===== src/rtl/frwa_pkg.sv =====
// ----------------------------------------------------------------------------
// frwa_pkg
// Shared types and constants for the frame rate window average block.
// ----------------------------------------------------------------------------
package frwa_pkg;

	localparam int TIME_W    = 32;
	localparam int ELAPSED_W = 40;
	localparam int COUNT_W   = 16;

	localparam logic [TIME_W-1:0]  TPS_RESET = 32'd1000000;
	localparam logic [COUNT_W-1:0] COUNT_MAX = 16'hFFFF;

	// controller states
	typedef enum logic [2:0] {
		ST_IDLE,
		ST_CHECK,
		ST_UPDATE,
		ST_DIVIDE,
		ST_DONE
	} state_t;

	// controller to datapath
	typedef struct packed {
		logic accept;
		logic close;
		logic update;
		logic div_step;
		logic set_mean;
		logic load_out;
	} cmd_t;

	// datapath to controller
	typedef struct packed {
		logic reach;
		logic div_done;
	} status_t;

endpackage


===== src/rtl/frwa_in_if.sv =====
// ----------------------------------------------------------------------------
// frwa_in_if
// Frame event channel: valid, ready and the finished frame's duration.
// ----------------------------------------------------------------------------
interface frwa_in_if;
	logic                        valid;
	logic                        ready;
	logic [frwa_pkg::TIME_W-1:0] frame_time;

	modport source (output valid, output frame_time, input ready);
	modport sink (input valid, input frame_time, output ready);
endinterface


===== src/rtl/frwa_out_if.sv =====
// ----------------------------------------------------------------------------
// frwa_out_if
// Rate report channel: valid, ready and the per-frame counts and average.
// ----------------------------------------------------------------------------
interface frwa_out_if;
	logic                         valid;
	logic                         ready;
	logic [frwa_pkg::COUNT_W-1:0] frames_this_second;
	logic [frwa_pkg::COUNT_W-1:0] frames_last_second;
	logic [frwa_pkg::COUNT_W-1:0] average_rate;
	logic                         second_closed;

	modport source (output valid, output frames_this_second, output frames_last_second,
		output average_rate, output second_closed, input ready);
	modport sink (input valid, input frames_this_second, input frames_last_second,
		input average_rate, input second_closed, output ready);
endinterface


===== src/rtl/frame_rate_window_average_top.sv =====
// ----------------------------------------------------------------------------
// frame_rate_window_average_top
// Frame rate counter with a moving average over recent seconds.
// ----------------------------------------------------------------------------
// One word on frame_in carries the duration of a finished frame in ticks;
// each word gives exactly one word on rate_out with the open-second count,
// the last closed second's count, the mean over the history ring and a flag
// that this frame closed a second. ticks_per_second is written through
// cfg_wr_en / cfg_wr_data; the user must write it only while no frame is
// in flight, as the block does not enforce this. A frame that closes no
// second goes from the check step to the output register; a closing frame
// first passes the ring update and the bit-serial divider, which forms the
// mean of the window total over the filled entry count.
// Throughput: one frame at a time; frame_in.ready is high only while the
// sequencer is idle, so the next frame is taken in the cycle after the
// previous result reaches the output register.
// A result waiting on a stalled receiver does not block the next frame; that
// frame is processed and holds in its last step until the output register
// frees up. Reset clears the frame counters, the ring pointer and the mean;
// ring entries are only used once written, so they need no clearing.
// ----------------------------------------------------------------------------
module frame_rate_window_average_top #(
	parameter int HISTORY_DEPTH = 16
) (
	input  logic                        clk,
	input  logic                        arst_n,
	input  logic                        cfg_wr_en,
	input  logic [frwa_pkg::TIME_W-1:0] cfg_wr_data,
	frwa_in_if.sink                     frame_in,
	frwa_out_if.source                  rate_out
);

	frwa_pkg::cmd_t    cmd;
	frwa_pkg::status_t status;

	// sequencer
	frwa_ctrl u_ctrl (
		.clk       (clk),
		.arst_n    (arst_n),
		.in_valid  (frame_in.valid),
		.in_ready  (frame_in.ready),
		.out_valid (rate_out.valid),
		.out_ready (rate_out.ready),
		.status    (status),
		.cmd       (cmd)
	);

	// counters, ring, divider and output register
	frwa_datapath #(
		.HISTORY_DEPTH (HISTORY_DEPTH)
	) u_datapath (
		.clk                (clk),
		.arst_n             (arst_n),
		.cfg_wr_en          (cfg_wr_en),
		.cfg_wr_data        (cfg_wr_data),
		.frame_time         (frame_in.frame_time),
		.cmd                (cmd),
		.status             (status),
		.frames_this_second (rate_out.frames_this_second),
		.frames_last_second (rate_out.frames_last_second),
		.average_rate       (rate_out.average_rate),
		.second_closed      (rate_out.second_closed)
	);

endmodule


===== src/rtl/frwa_datapath.sv =====
// ----------------------------------------------------------------------------
// frwa_datapath
// Elapsed time accumulator, frame counter, history ring with running window
// total, bit-serial divider for the mean, and the output word register.
// ----------------------------------------------------------------------------
module frwa_datapath #(
	parameter int HISTORY_DEPTH = 16
) (
	input  logic                          clk,
	input  logic                          arst_n,
	input  logic                          cfg_wr_en,
	input  logic [frwa_pkg::TIME_W-1:0]   cfg_wr_data,
	input  logic [frwa_pkg::TIME_W-1:0]   frame_time,
	input  frwa_pkg::cmd_t                cmd,
	output frwa_pkg::status_t             status,
	output logic [frwa_pkg::COUNT_W-1:0]  frames_this_second,
	output logic [frwa_pkg::COUNT_W-1:0]  frames_last_second,
	output logic [frwa_pkg::COUNT_W-1:0]  average_rate,
	output logic                          second_closed
);

	localparam int EW      = frwa_pkg::ELAPSED_W;
	localparam int CW      = frwa_pkg::COUNT_W;
	localparam int PW      = (HISTORY_DEPTH > 1) ? $clog2(HISTORY_DEPTH) : 1;
	localparam int FW      = $clog2(HISTORY_DEPTH + 1);
	localparam int TOTAL_W = CW + $clog2(HISTORY_DEPTH);
	localparam int NW      = $clog2(TOTAL_W + 1);

	logic [frwa_pkg::TIME_W-1:0] tps_q;
	logic [EW-1:0]               elapsed_q;
	logic [CW-1:0]               counter_q;
	logic [CW-1:0]               last_q;
	logic [CW-1:0]               mean_q;
	logic [PW-1:0]               pos_q;
	logic                        wrapped_q;
	logic [TOTAL_W-1:0]          total_q;
	logic                        closed_q;
	logic [CW-1:0]               old_q;
	logic [CW-1:0]               ring_mem [HISTORY_DEPTH];

	logic [TOTAL_W-1:0]          quo_q;
	logic [FW-1:0]               rem_q;
	logic [FW-1:0]               div_q;
	logic [NW-1:0]               cnt_q;

	logic [EW:0]                 sum_wide;
	logic [EW-1:0]               elapsed_sat;
	logic [EW-1:0]               tps_ext;
	logic [TOTAL_W-1:0]          total_next;
	logic [FW-1:0]               filled;
	logic [FW:0]                 trial;
	logic                        trial_ge;

	// saturating accumulate and one-second compare
	assign sum_wide    = {1'b0, elapsed_q} + (EW + 1)'(frame_time);
	assign elapsed_sat = sum_wide[EW] ? {EW{1'b1}} : sum_wide[EW-1:0];
	assign tps_ext     = EW'(tps_q);

	// running window total: the new count replaces the entry it overwrites
	assign total_next = total_q + TOTAL_W'(last_q) - (wrapped_q ? TOTAL_W'(old_q) : '0);
	assign filled     = wrapped_q ? FW'(HISTORY_DEPTH) : FW'(pos_q) + FW'(1);

	// restoring divide step
	assign trial    = {rem_q, quo_q[TOTAL_W-1]};
	assign trial_ge = trial >= {1'b0, div_q};

	assign status.reach    = elapsed_q >= tps_ext;
	assign status.div_done = (cnt_q == '0);

	// state registers
	always_ff @(posedge clk or negedge arst_n) begin
		if (!arst_n) begin
			tps_q     <= frwa_pkg::TPS_RESET;
			elapsed_q <= '0;
			counter_q <= '0;
			last_q    <= '0;
			mean_q    <= '0;
			pos_q     <= '0;
			wrapped_q <= 1'b0;
			total_q   <= '0;
		end else begin
			if (cfg_wr_en) begin
				tps_q <= cfg_wr_data;
			end
			if (cmd.accept) begin
				elapsed_q <= elapsed_sat;
				if (counter_q != frwa_pkg::COUNT_MAX) begin
					counter_q <= counter_q + CW'(1);
				end
			end
			if (cmd.close) begin
				elapsed_q <= elapsed_q - tps_ext;
				last_q    <= counter_q;
				counter_q <= '0;
			end
			if (cmd.update) begin
				total_q <= total_next;
				if (pos_q == PW'(HISTORY_DEPTH - 1)) begin
					pos_q     <= '0;
					wrapped_q <= 1'b1;
				end else begin
					pos_q <= pos_q + PW'(1);
				end
			end
			if (cmd.set_mean) begin
				mean_q <= quo_q[CW-1:0];
			end
		end
	end

	// history ring
	always_ff @(posedge clk) begin
		if (cmd.close) begin
			old_q <= ring_mem[pos_q];
		end
		if (cmd.update) begin
			ring_mem[pos_q] <= last_q;
		end
	end

	// divider, close flag and output word
	always_ff @(posedge clk) begin
		if (cmd.accept) begin
			closed_q <= 1'b0;
		end
		if (cmd.close) begin
			closed_q <= 1'b1;
		end
		if (cmd.update) begin
			quo_q <= total_next;
			rem_q <= '0;
			div_q <= filled;
			cnt_q <= NW'(TOTAL_W);
		end
		if (cmd.div_step) begin
			quo_q <= {quo_q[TOTAL_W-2:0], trial_ge};
			rem_q <= trial_ge ? FW'(trial - {1'b0, div_q}) : FW'(trial);
			cnt_q <= cnt_q - NW'(1);
		end
		if (cmd.load_out) begin
			frames_this_second <= counter_q;
			frames_last_second <= last_q;
			average_rate       <= mean_q;
			second_closed      <= closed_q;
		end
	end

endmodule


===== src/rtl/frwa_ctrl.sv =====
// ----------------------------------------------------------------------------
// frwa_ctrl
// Sequencer for one frame event: accumulate, check and, when a second closes,
// ring update and divide, then hand the word to the output register.
// ----------------------------------------------------------------------------
module frwa_ctrl (
	input  logic              clk,
	input  logic              arst_n,
	input  logic              in_valid,
	output logic              in_ready,
	output logic              out_valid,
	input  logic              out_ready,
	input  frwa_pkg::status_t status,
	output frwa_pkg::cmd_t    cmd
);

	frwa_pkg::state_t state_q;
	frwa_pkg::state_t state_d;
	logic             out_valid_q;

	assign out_valid = out_valid_q;

	// state register and output valid
	always_ff @(posedge clk or negedge arst_n) begin
		if (!arst_n) begin
			state_q     <= frwa_pkg::ST_IDLE;
			out_valid_q <= 1'b0;
		end else begin
			state_q <= state_d;
			if (cmd.load_out) begin
				out_valid_q <= 1'b1;
			end else if (out_ready) begin
				out_valid_q <= 1'b0;
			end
		end
	end

	// next state and commands
	always_comb begin
		state_d  = state_q;
		cmd      = '0;
		in_ready = 1'b0;
		case (state_q)
			frwa_pkg::ST_IDLE: begin
				in_ready = 1'b1;
				if (in_valid) begin
					cmd.accept = 1'b1;
					state_d    = frwa_pkg::ST_CHECK;
				end
			end
			frwa_pkg::ST_CHECK: begin
				if (status.reach) begin
					cmd.close = 1'b1;
					state_d   = frwa_pkg::ST_UPDATE;
				end else begin
					state_d = frwa_pkg::ST_DONE;
				end
			end
			frwa_pkg::ST_UPDATE: begin
				cmd.update = 1'b1;
				state_d    = frwa_pkg::ST_DIVIDE;
			end
			frwa_pkg::ST_DIVIDE: begin
				if (status.div_done) begin
					cmd.set_mean = 1'b1;
					state_d      = frwa_pkg::ST_DONE;
				end else begin
					cmd.div_step = 1'b1;
				end
			end
			frwa_pkg::ST_DONE: begin
				if (!out_valid_q || out_ready) begin
					cmd.load_out = 1'b1;
					state_d      = frwa_pkg::ST_IDLE;
				end
			end
			default: begin
				state_d = frwa_pkg::ST_IDLE;
			end
		endcase
	end

	// checks
	a_close_then_update: assert property (@(posedge clk) disable iff (!arst_n)
		cmd.close |=> state_q == frwa_pkg::ST_UPDATE)
		else $error("close not followed by ring update");

	a_step_only_pending: assert property (@(posedge clk) disable iff (!arst_n)
		cmd.div_step |-> !status.div_done)
		else $error("divide step after last iteration");

	a_load_sets_valid: assert property (@(posedge clk) disable iff (!arst_n)
		cmd.load_out |=> out_valid_q)
		else $error("output word loaded without valid");

	a_no_overwrite: assert property (@(posedge clk) disable iff (!arst_n)
		cmd.load_out |-> (!out_valid_q || out_ready))
		else $error("pending output word overwritten");

endmodule

===== src/flat_wrapper.sv =====
// flat-port wrapper written by rule: the top's interface ports become plain ports
module frame_rate_window_average_top_flat 
#(
	parameter int HISTORY_DEPTH = 16
)
  (clk, arst_n, cfg_wr_en, cfg_wr_data, frame_in_valid, frame_in_frame_time, frame_in_ready, rate_out_valid, rate_out_frames_this_second, rate_out_frames_last_second, rate_out_average_rate, rate_out_second_closed, rate_out_ready);
  frwa_in_if frame_in_i ();
  frwa_out_if rate_out_i ();
  input  logic clk;
  input  logic arst_n;
  input  logic cfg_wr_en;
  input  logic [frwa_pkg::TIME_W-1:0] cfg_wr_data;
  input wire logic [$bits(frame_in_i.valid)-1:0] frame_in_valid;
  input wire logic [$bits(frame_in_i.frame_time)-1:0] frame_in_frame_time;
  output wire logic [$bits(frame_in_i.ready)-1:0] frame_in_ready;
  output wire logic [$bits(rate_out_i.valid)-1:0] rate_out_valid;
  output wire logic [$bits(rate_out_i.frames_this_second)-1:0] rate_out_frames_this_second;
  output wire logic [$bits(rate_out_i.frames_last_second)-1:0] rate_out_frames_last_second;
  output wire logic [$bits(rate_out_i.average_rate)-1:0] rate_out_average_rate;
  output wire logic [$bits(rate_out_i.second_closed)-1:0] rate_out_second_closed;
  input wire logic [$bits(rate_out_i.ready)-1:0] rate_out_ready;
  assign frame_in_i.valid = frame_in_valid;
  assign frame_in_i.frame_time = frame_in_frame_time;
  assign frame_in_ready = frame_in_i.ready;
  assign rate_out_valid = rate_out_i.valid;
  assign rate_out_frames_this_second = rate_out_i.frames_this_second;
  assign rate_out_frames_last_second = rate_out_i.frames_last_second;
  assign rate_out_average_rate = rate_out_i.average_rate;
  assign rate_out_second_closed = rate_out_i.second_closed;
  assign rate_out_i.ready = rate_out_ready;
  frame_rate_window_average_top #(.HISTORY_DEPTH(HISTORY_DEPTH)) u_core (.clk(clk), .arst_n(arst_n), .cfg_wr_en(cfg_wr_en), .cfg_wr_data(cfg_wr_data), .frame_in(frame_in_i), .rate_out(rate_out_i));
endmodule

===== config.mk =====
export PLATFORM = sky130hd
export DESIGN_NAME = frame_rate_window_average_top_flat
export DESIGN_NICKNAME = d
export VERILOG_FILES = /design/src/rtl/frwa_pkg.sv /design/src/rtl/frwa_in_if.sv /design/src/rtl/frwa_out_if.sv /design/src/rtl/frame_rate_window_average_top.sv /design/src/rtl/frwa_datapath.sv /design/src/rtl/frwa_ctrl.sv /design/src/flat_wrapper.sv
export SDC_FILE = /design/constraint.sdc
export NUM_CORES = 1
export LEC_CHECK = 0
export BUFFER_PORTS_ARGS = -buffer_cell sky130_fd_sc_hd__buf_2
export CAP_MARGIN = 20
export CORE_MARGIN = 2
export CORE_UTILIZATION = 45
export DETAILED_ROUTE_END_ITERATION = 8
export GPL_ROUTABILITY_DRIVEN = 0
export GPL_TIMING_DRIVEN = 0
export PLACE_DENSITY = 0.67
export SYNTH_ARGS = -nofsm -noshare
export SYNTH_HDL_FRONTEND = slang
export SYNTH_SLANG_ARGS = --single-unit

===== constraint.sdc =====
create_clock -name clk -period 3.2 [get_ports clk]
set_input_delay 0.8 -clock clk [delete_from_list [all_inputs] [get_ports clk]]
set_output_delay 0.8 -clock clk [all_outputs]
set_load 0.02 [all_outputs]

==> summary.md, run 1 <==
| Metric | Value |
|---|---|
| Netlist cell types | 84 |
| CP max FO | 7 |
| Share of power burned in combinational logic | 48.0% |
| Vias in the first global route | 16,500 |
| Skew final | 0.0386 ns |
| Slew HR | 32.9% |
| Dpl ws | -0.801 ns |
| Ys flop type | edfxtp_1 |
| Synth top area cells | edfxtp_1 (44%), dfrtp_1 (14%), mux4_2 (7.3%), ha_1 (4.8%), o21ai_0 (3.3%) |
| Placed instance area | 26,300 µm² |
| HP Class | input port to asynchronous set/reset pin |
| CTS tree | yes |
| Asr flop ratio synth | 29.4% |
| Count of final max-slew check failures | 0 |
| Longest Clk Path Bufs | 3 |
| RSZ-0062 raised after global routing | yes |
| Final instance area | 29,700 µm² |
| Worst slew pin tran | 1.01 ns |
| Critical Path RT | 3.55 ns |
| Sw Ratio | 38.2% |
| Syn_area_per_cell | 12.8 µm² |
| #FFs+latches synth | 506 |
| Synthesized instance count | 1,913 |
| Worst reg2reg path depth | 15 |
| Final setup vio count | 12 |
| Crit end category | flip-flop |
| Clock group share of total power | 21.7% |
| H-tree Lvls | 2 |
| Post-synth EDFFs | 356 |
| Layout cells sized above 1 | 26.6% |
| DR pass1 iterations | 5 |
| DRT iter0 DRCs | 1,321 |
| # clock sinks | 506 |
| Crit start category | flip-flop |
| Die area | 56,500 µm² |
| Worst Path Arrival | 3.90 ns |
| Total grt overflow | 0 |
| Final period util | 111% |
| Fin util | 55.1% |
| Syn nets | 2,096 |
| Seq pwr share | 30.3% |
| Initial antenna violation count | 0 |
| Fmax | 282 MHz |
| N_diodes | 0 |
| Layout area overhead | 21.0% |
| Vias | 16,500 |
| Largest net degree at the start of global routing | 100 |
| Post-DR vias/cell | 5.72 |
| Tmin final | 3.55 ns |
| Worst Setup SP | u_core.u_datapath.wrapped_q$_DFFE_PN0P_ |
| Status | finished, violations left |
| Cts bufs inserted | 51 |
| Die W | 238 µm |
| CTS Root Buffer Type | clkbuf_16 |
| Synth top cells by count | edfxtp_1 (356), nand2_1 (166), o21ai_0 (163) |
| Core box area | 53,900 µm² |
| Top-count cell post-synth | edfxtp_1 |
| Fill count | 4,325 |
| Port Buffer Count | 118 |
| First-pass GRT wire length | 95,500 µm |
| Switching pwr | 11,500 µW |
| Setup TNS | -2.08 ns |
| Die H | 238 µm |
| CTS clk-pin slew, worst paths | 0.06 ns |
| Sequential share of the synthesized area | 58.8% |
| Synth top area share | 43.5% |
| Ports | 120 |
| Reg2reg end | u_core.u_datapath.quo_q[19]$_DFFE_PP_ |
| Footprint of the multi-input gates | 10,100 µm² |
| GRT Util Overall | 22.1% |
| Initial Utilization | 45.5% |
| Worst R2R Setup Slack | -0.35 ns |
| Drt total wl | 62,000 µm |
| Failing checks | setup timing |
| DRC violations left | 0 |
| Number of max-cap violations | 0 |
| Worst reg2reg path startpoint | u_core.u_datapath.wrapped_q$_DFFE_PN0P_ |
| Pleak | 0.0112 µW |
| Net count, final | 2,332 |
| Synth warnings | 0 |
| Post-Syn Area | 24,600 µm² |
| Crit Path Category | flip-flop to flip-flop |
| Wire per inst | 21.5 µm |
| Cell taking the most area after synthesis | edfxtp_1 |
| Clk Latency, worst-skew pair | 0.63 ns |
| Final ANT Viol Nets | 0 |
| Final hold vios | 0 |
| Rows | 85 |
| DP HPWL | 41,400 µm |
| Worst setup margin | -0.349 ns |
| Seq. cell area | 14,500 µm² |
| Worst IR Drop VDD | 0.537 mV |
| Internal power | 18,700 µW |
| Pwr/cell area | 1020 nW/µm² |
## flip-flops by register name, summed over array words and instances (netlist names)
| name | flops |
|---|---|
| u_core.u_datapath.old_q | 16 |
| u_core.u_datapath.rem_q | 5 |
| u_core.u_ctrl.state_q | 3 |
| u_core.u_datapath.div_q | 5 |
| u_core.u_ctrl.out_valid | 1 |
| u_core.u_datapath.mean_q | 16 |
| u_core.u_datapath.ring_mem | 256 |
| u_core.u_datapath.pos_q | 4 |
| u_core.u_datapath.closed_q | 1 |
| u_core.u_datapath.last_q | 16 |
| u_core.u_datapath.frames_this_second | 16 |
| u_core.u_datapath.wrapped_q | 1 |
| u_core.u_datapath.cnt_q | 5 |
| u_core.u_datapath.quo_q | 20 |
| u_core.u_datapath.counter_q | 16 |
| u_core.u_datapath.average_rate | 16 |
| u_core.u_datapath.elapsed_q | 40 |
| u_core.u_datapath.tps_q | 32 |
| u_core.u_datapath.frames_last_second | 16 |
| u_core.u_datapath.total_q | 20 |
| u_core.u_datapath.second_closed | 1 |
## placed cells by master, fill, tap and decap left out, types with 11 or more instances in the layout
cell type  netlist  layout
edfxtp_1       356     356
nand2_1        166     161
inv_1          139     132
dfrtp_1        142     127
buf_2           13     124
o21ai_0        163     122
nor2_1          89      84
a21oi_1         99      83
mux4_2          80      80
ha_1            95      76
clkbuf_16        0      55
xnor2_1         53      50
clkbuf_1        53      47
buf_4            0      42
a21o_1          37      37
o21ai_1          5      35
xor2_1          36      34
nand3_1         33      30
and2_1          35      25
nor3_1          20      17
mux2_2          17      17
a21oi_2          2      16
fa_1            19      16
nor2b_1         15      15
nand4_1         15      15
o221ai_2         0      14
nand2b_1        13      13
o21ai_2          4      13
a211oi_1        18      13
clkinv_2         0      13
buf_8            0      12
or3_1           13      12
buf_6            0      12
ha_4             0      11
## timing repair
item	CTS	global route
buffers inserted	44	12
hold buffers	0	0
hold endpoints to repair	0	0
gates cloned	5	3
resized for setup	150	120
pin swaps	49	46
endpoints found under the setup margin	204	200
## worst max-delay path: stages (launching register included)
cell and delay [ns]:
dfrtp_2 0.44, buf_8 0.14, and2_4 0.13, fa_1 0.50
inv_2 0.05, ha_4 0.28, nand3_2 0.08, o211ai_1 0.21
buf_4 0.17, o22ai_4 0.09, o41ai_4 0.24, a41o_1 0.26
o41ai_2 0.08, xnor2_1 0.28, xor2_1 0.22, a21oi_2 0.09
## logic make-up (layout without fill, tap and decap cells)
family,after synthesis,in the layout,synth area share (%)
and+or+nand+nor,449,449,8.83
buffers and inverters,215,494,3.35
muxes,102,102,8.32
DFF,506,506,58.8
AOI/OAI and AO/OA,438,438,11.1
adders and majority gates,114,114,6.39
xor gates and xnor gates,89,89,3.17
## worst max-delay path by stage
stage                                                  end  depth (start not counted)
2_1_floorplan        u_core.u_datapath.quo_q[19]$_DFFE_PP_                         14
3_3_place_gp       u_core.u_datapath.last_q[4]$_DFFE_PN0P_                          1
3_5_place_dp   u_core.u_datapath.elapsed_q[20]$_DFFE_PN0P_                         13
4_1_cts              u_core.u_datapath.quo_q[19]$_DFFE_PP_                         15
5_1_grt              u_core.u_datapath.quo_q[19]$_DFFE_PP_                         15
6_report             u_core.u_datapath.quo_q[19]$_DFFE_PP_                         15
## power groups by stage
stage	Combinational [µW]	Sequential, µW	Clock, µW
global route	15800	9290	6930
CTS	13300	9130	6680
global placement	11400	9220	0
detailed placement	11800	9260	0
finish	14500	9170	6560
floorplan	8910	9020	0
## cell type report
type / count / area share, %
clock buffer: 57 / 4.51
timing repair buffer: 188 / 4.78
multi-input combinational: 1192 / 34.0
sequential: 506 / 48.8
inverter: 140 / 1.79
buffer: 70 / 1.37
tap: 696 / 2.93
clock inverter: 39 / 1.84
## layer usage
metal  vias to the layer above  share of wire (%)  global-route usage (%)
li1                       7607                  -                       -
met1                      8289                 43                    30.2
met2                       520                 48                    36.1
met3                       111                6.0                    3.77
met4                         0                3.0                    7.03
met5                         -                  0                       0
## stage by stage
step | hold slack [ns] | std cells | total power (µW)
CTS | 0.0809 | 2874 | 29100
finish | 0.101 | 2888 | 30200
global route | 0.105 | 2888 | 32000
detailed placement | 0.421 | 2734 | 21000
global placement | 0.416 | 2727 | 20600
floorplan | 0.408 | 1913 | 17900
(Power assumes the default switching activity.)
==> run 2, diff against run 1 <==
--- a/config.mk
+++ b/config.mk
@@ -12,7 +12,8 @@
 export DETAILED_ROUTE_END_ITERATION = 8
 export GPL_ROUTABILITY_DRIVEN = 0
 export GPL_TIMING_DRIVEN = 0
-export PLACE_DENSITY = 0.67
+export PLACE_DENSITY = 0.65
+export SETUP_SLACK_MARGIN = 0.4
 export SYNTH_ARGS = -nofsm -noshare
 export SYNTH_HDL_FRONTEND = slang
 export SYNTH_SLANG_ARGS = --single-unit
==> constraint.sdc (replaced) <==
create_clock -name clk -period 4.4 [get_ports clk]
set_input_delay 1.1 -clock clk [delete_from_list [all_inputs] [get_ports clk]]
set_output_delay 1.1 -clock clk [all_outputs]
set_load 0.02 [all_outputs]
==> summary.md, run 2 (synthesized netlist as in run 1, its figures left out) <==
| Metric | Value |
|---|---|
| Worst Path Arrival | 4.23 ns |
| Crit Path Category | flip-flop to flip-flop |
| N_diodes | 0 |
| Commonest non-fill, non-tap cells in the layout | edfxtp_1 (356), nand2_1 (166), o21ai_0 (163) |
| Grt met1 use | 30.3% |
| Total grt overflow | 0 |
| RSZ-0062 raised after global routing | yes |
| Longest Clk Path Bufs | 3 |
| Clk Latency, worst-skew pair | 0.63 ns |
| Drt total wl | 59,400 µm |
| Reg2reg end | u_core.u_datapath.quo_q[19]$_DFFE_PP_ |
| DRT iter0 DRCs | 1,258 |
| Pleak | 0.0106 µW |
| Final ANT Viol Nets | 0 |
| Status | finished, final reports clean |
| Post-CTS Hold Fix Bufs | 0 |
| First-pass GRT wire length | 92,400 µm |
| Met2 usage | 33.7% |
| Cts bufs inserted | 51 |
| Vias | 16,100 |
| Worst R2R Setup Slack | 0.51 ns |
| Final period util | 88.3% |
| Final hold vios | 0 |
| Skew final | 0.0584 ns |
| CTS Root Buffer Type | clkbuf_16 |
| Worst reg2reg path startpoint | u_core.u_datapath.wrapped_q$_DFFE_PN0P_ |
| Worst IR Drop VDD | 0.406 mV |
| Largest net degree at the start of global routing | 99 |
| Pwr/cell area | 703 nW/µm² |
| CTS tree | yes |
| Slew HR | 27.5% |
| CTS clk-pin slew, worst paths | 0.06 ns |
| Buf+Inv Stages, Crit Path | 2 |
| Fill count | 4,475 |
| Critical Path RT | 4.75 ns |
| Layout area overhead | 14.4% |
| Largest Register | u_core.u_datapath.ring_mem |
| Rows | 85 |
| Die H | 238 µm |
| DP HPWL | 41,600 µm |
| Final setup vio count | 0 |
| Cell chain of the critical path | clkbuf_1 > and2_1 > fa_1 > inv_1 > ha_1 > nand3_1 > o221ai_1 > a21oi_1 > o41ai_4 > a41o_1 > o41ai_1 > xnor2_1 > xor2_1 > a21oi_1 |
| Worst setup margin | 0.514 ns |
| Crit end category | flip-flop |
| Largest regs | u_core.u_datapath.ring_mem: 256 flops, u_core.u_datapath.elapsed_q: 40 flops, u_core.u_datapath.tps_q: 32 flops |
| CP dominant cell by count | a21oi_1 |
| Initial Utilization | 45.5% |
| Net count, final | 2,283 |
| GRT Util Overall | 21.3% |
| DR pass1 iterations | 5 |
| Delay-heaviest family, CP | compound AO/OA/AOI/OAI gates |
| Core box area | 53,900 µm² |
| Die W | 238 µm |
| Max stage delay on crit path | 0.47 ns |
| HP Class | input port to asynchronous set/reset pin |
| Die area | 56,500 µm² |
| DRC violations left | 0 |
| Number of max-cap violations | 0 |
| Dpl ws | -0.0747 ns |
| Initial antenna violation count | 1 |
| GRT busiest layer | met2 |
| Setup TNS | 0 ns |
| Number of stages on the worst setup path | 14 |
| Vias in the first global route | 16,200 |
| CP max FO | 10 |
| H-tree Lvls | 2 |
| Crit start category | flip-flop |
| Overall power | 19,800 µW |
| Port Buffer Count | 118 |
| Wire per inst | 20.9 µm |
| GR Util met3 | 3.43% |
| Fin util | 52.1% |
| Ports | 120 |
| Fmax | 257 MHz |
| Worst slew pin tran | 1.09 ns |
| Layout cells sized above 1 | 17.7% |
| Post-DR vias/cell | 5.68 |
| Worst reg2reg path depth | 14 |
| Tmin final | 3.89 ns |
| Most common cell after layout, fill and taps aside | edfxtp_1 |
| # clock sinks | 506 |
| Count of final max-slew check failures | 0 |
| Slowest cell on the critical path | fa_1 |
| Largest register FFs | 256 |
run 2: changes by cell type in the layout (fill, tap and decap cells not counted), moves of 10 or more:
cell      delta
o221ai_1    +14
clkbuf_1    +14
o21ai_1     -30
buf_4       -40
ha_4        -11
a21oi_2     -14
buf_6       -10
o221ai_2    -14
and2_1      +10
ha_1        +19
o21ai_2     -10
a21oi_1     +15
o21ai_0     +41
run 2: how the worst max path moves through the flow:
| stage | end | startpoint | slack (ns) |
|---|---|---|---|
| 6_report | u_core.u_datapath.quo_q[19]$_DFFE_PP_ | u_core.u_datapath.wrapped_q$_DFFE_PN0P_ | 0.51 |
| 5_1_grt | u_core.u_datapath.quo_q[19]$_DFFE_PP_ | u_core.u_datapath.last_q[8]$_DFFE_PN0P_ | 0.36 |
| 4_1_cts | u_core.u_datapath.quo_q[19]$_DFFE_PP_ | u_core.u_datapath.last_q[3]$_DFFE_PN0P_ | 0.40 |
| 3_5_place_dp | u_core.u_datapath.elapsed_q[19]$_DFFE_PN0P_ | frame_in_frame_time[0] | -0.07 |
| 3_3_place_gp | u_core.u_datapath.ring_mem[0][8]$_DFFE_PP_ | u_core.u_datapath.pos_q[1]$_DFFE_PN0P_ | -1.38 |
| 2_1_floorplan | u_core.u_datapath.elapsed_q[12]$_DFFE_PN0P_ | frame_in_frame_time[0] | 0.79 |
run 2: stage by stage:
step	hold WS [ns]	cell area [µm²]	cells
after floorplan	0.408	24600	1913
after global placement	0.414	26000	2727
after detailed placement	0.421	26200	2736
after CTS	0.389	27900	2829
after global routing	0.403	28100	2836
final	0.389	28100	2836
run 2: where the power goes:
part           internal (µW)  switching, µW  leakage [µW]  total (µW)
logic                   3570           5120       0.00486        8690
registers               6160            500       0.00492        6660
clock network           2510           1890      0.000823        4400
total                  12200           7510        0.0106       19800
run 2: cell type report:
class	instances	area [µm²]	share of cell area (%)
Tap cell	696	871	3.10
Inverter	140	526	1.87
Multi-Input combinational cell	1192	9340	33.3
Timing Repair Buffer	134	886	3.15
Buffer	75	299	1.06
Clock buffer	64	1370	4.86
Clock inverter	29	342	1.22
Sequential cell	506	14500	51.5
run 2: layer usage:
layer  up-vias  wire length [µm]  part of all wire, %
met5         -                 0                    0
met4         0              1720                  2.9
met3       105              3530                  5.9
met2       506             27600                   46
met1      8029             26600                   45
li1       7470                 -                    -
run 2: what timing repair did:
item	in CTS	in global routing
resized for setup	9	9
endpoints found under the setup margin	4	17
pin swaps	0	1
buffers inserted	0	1
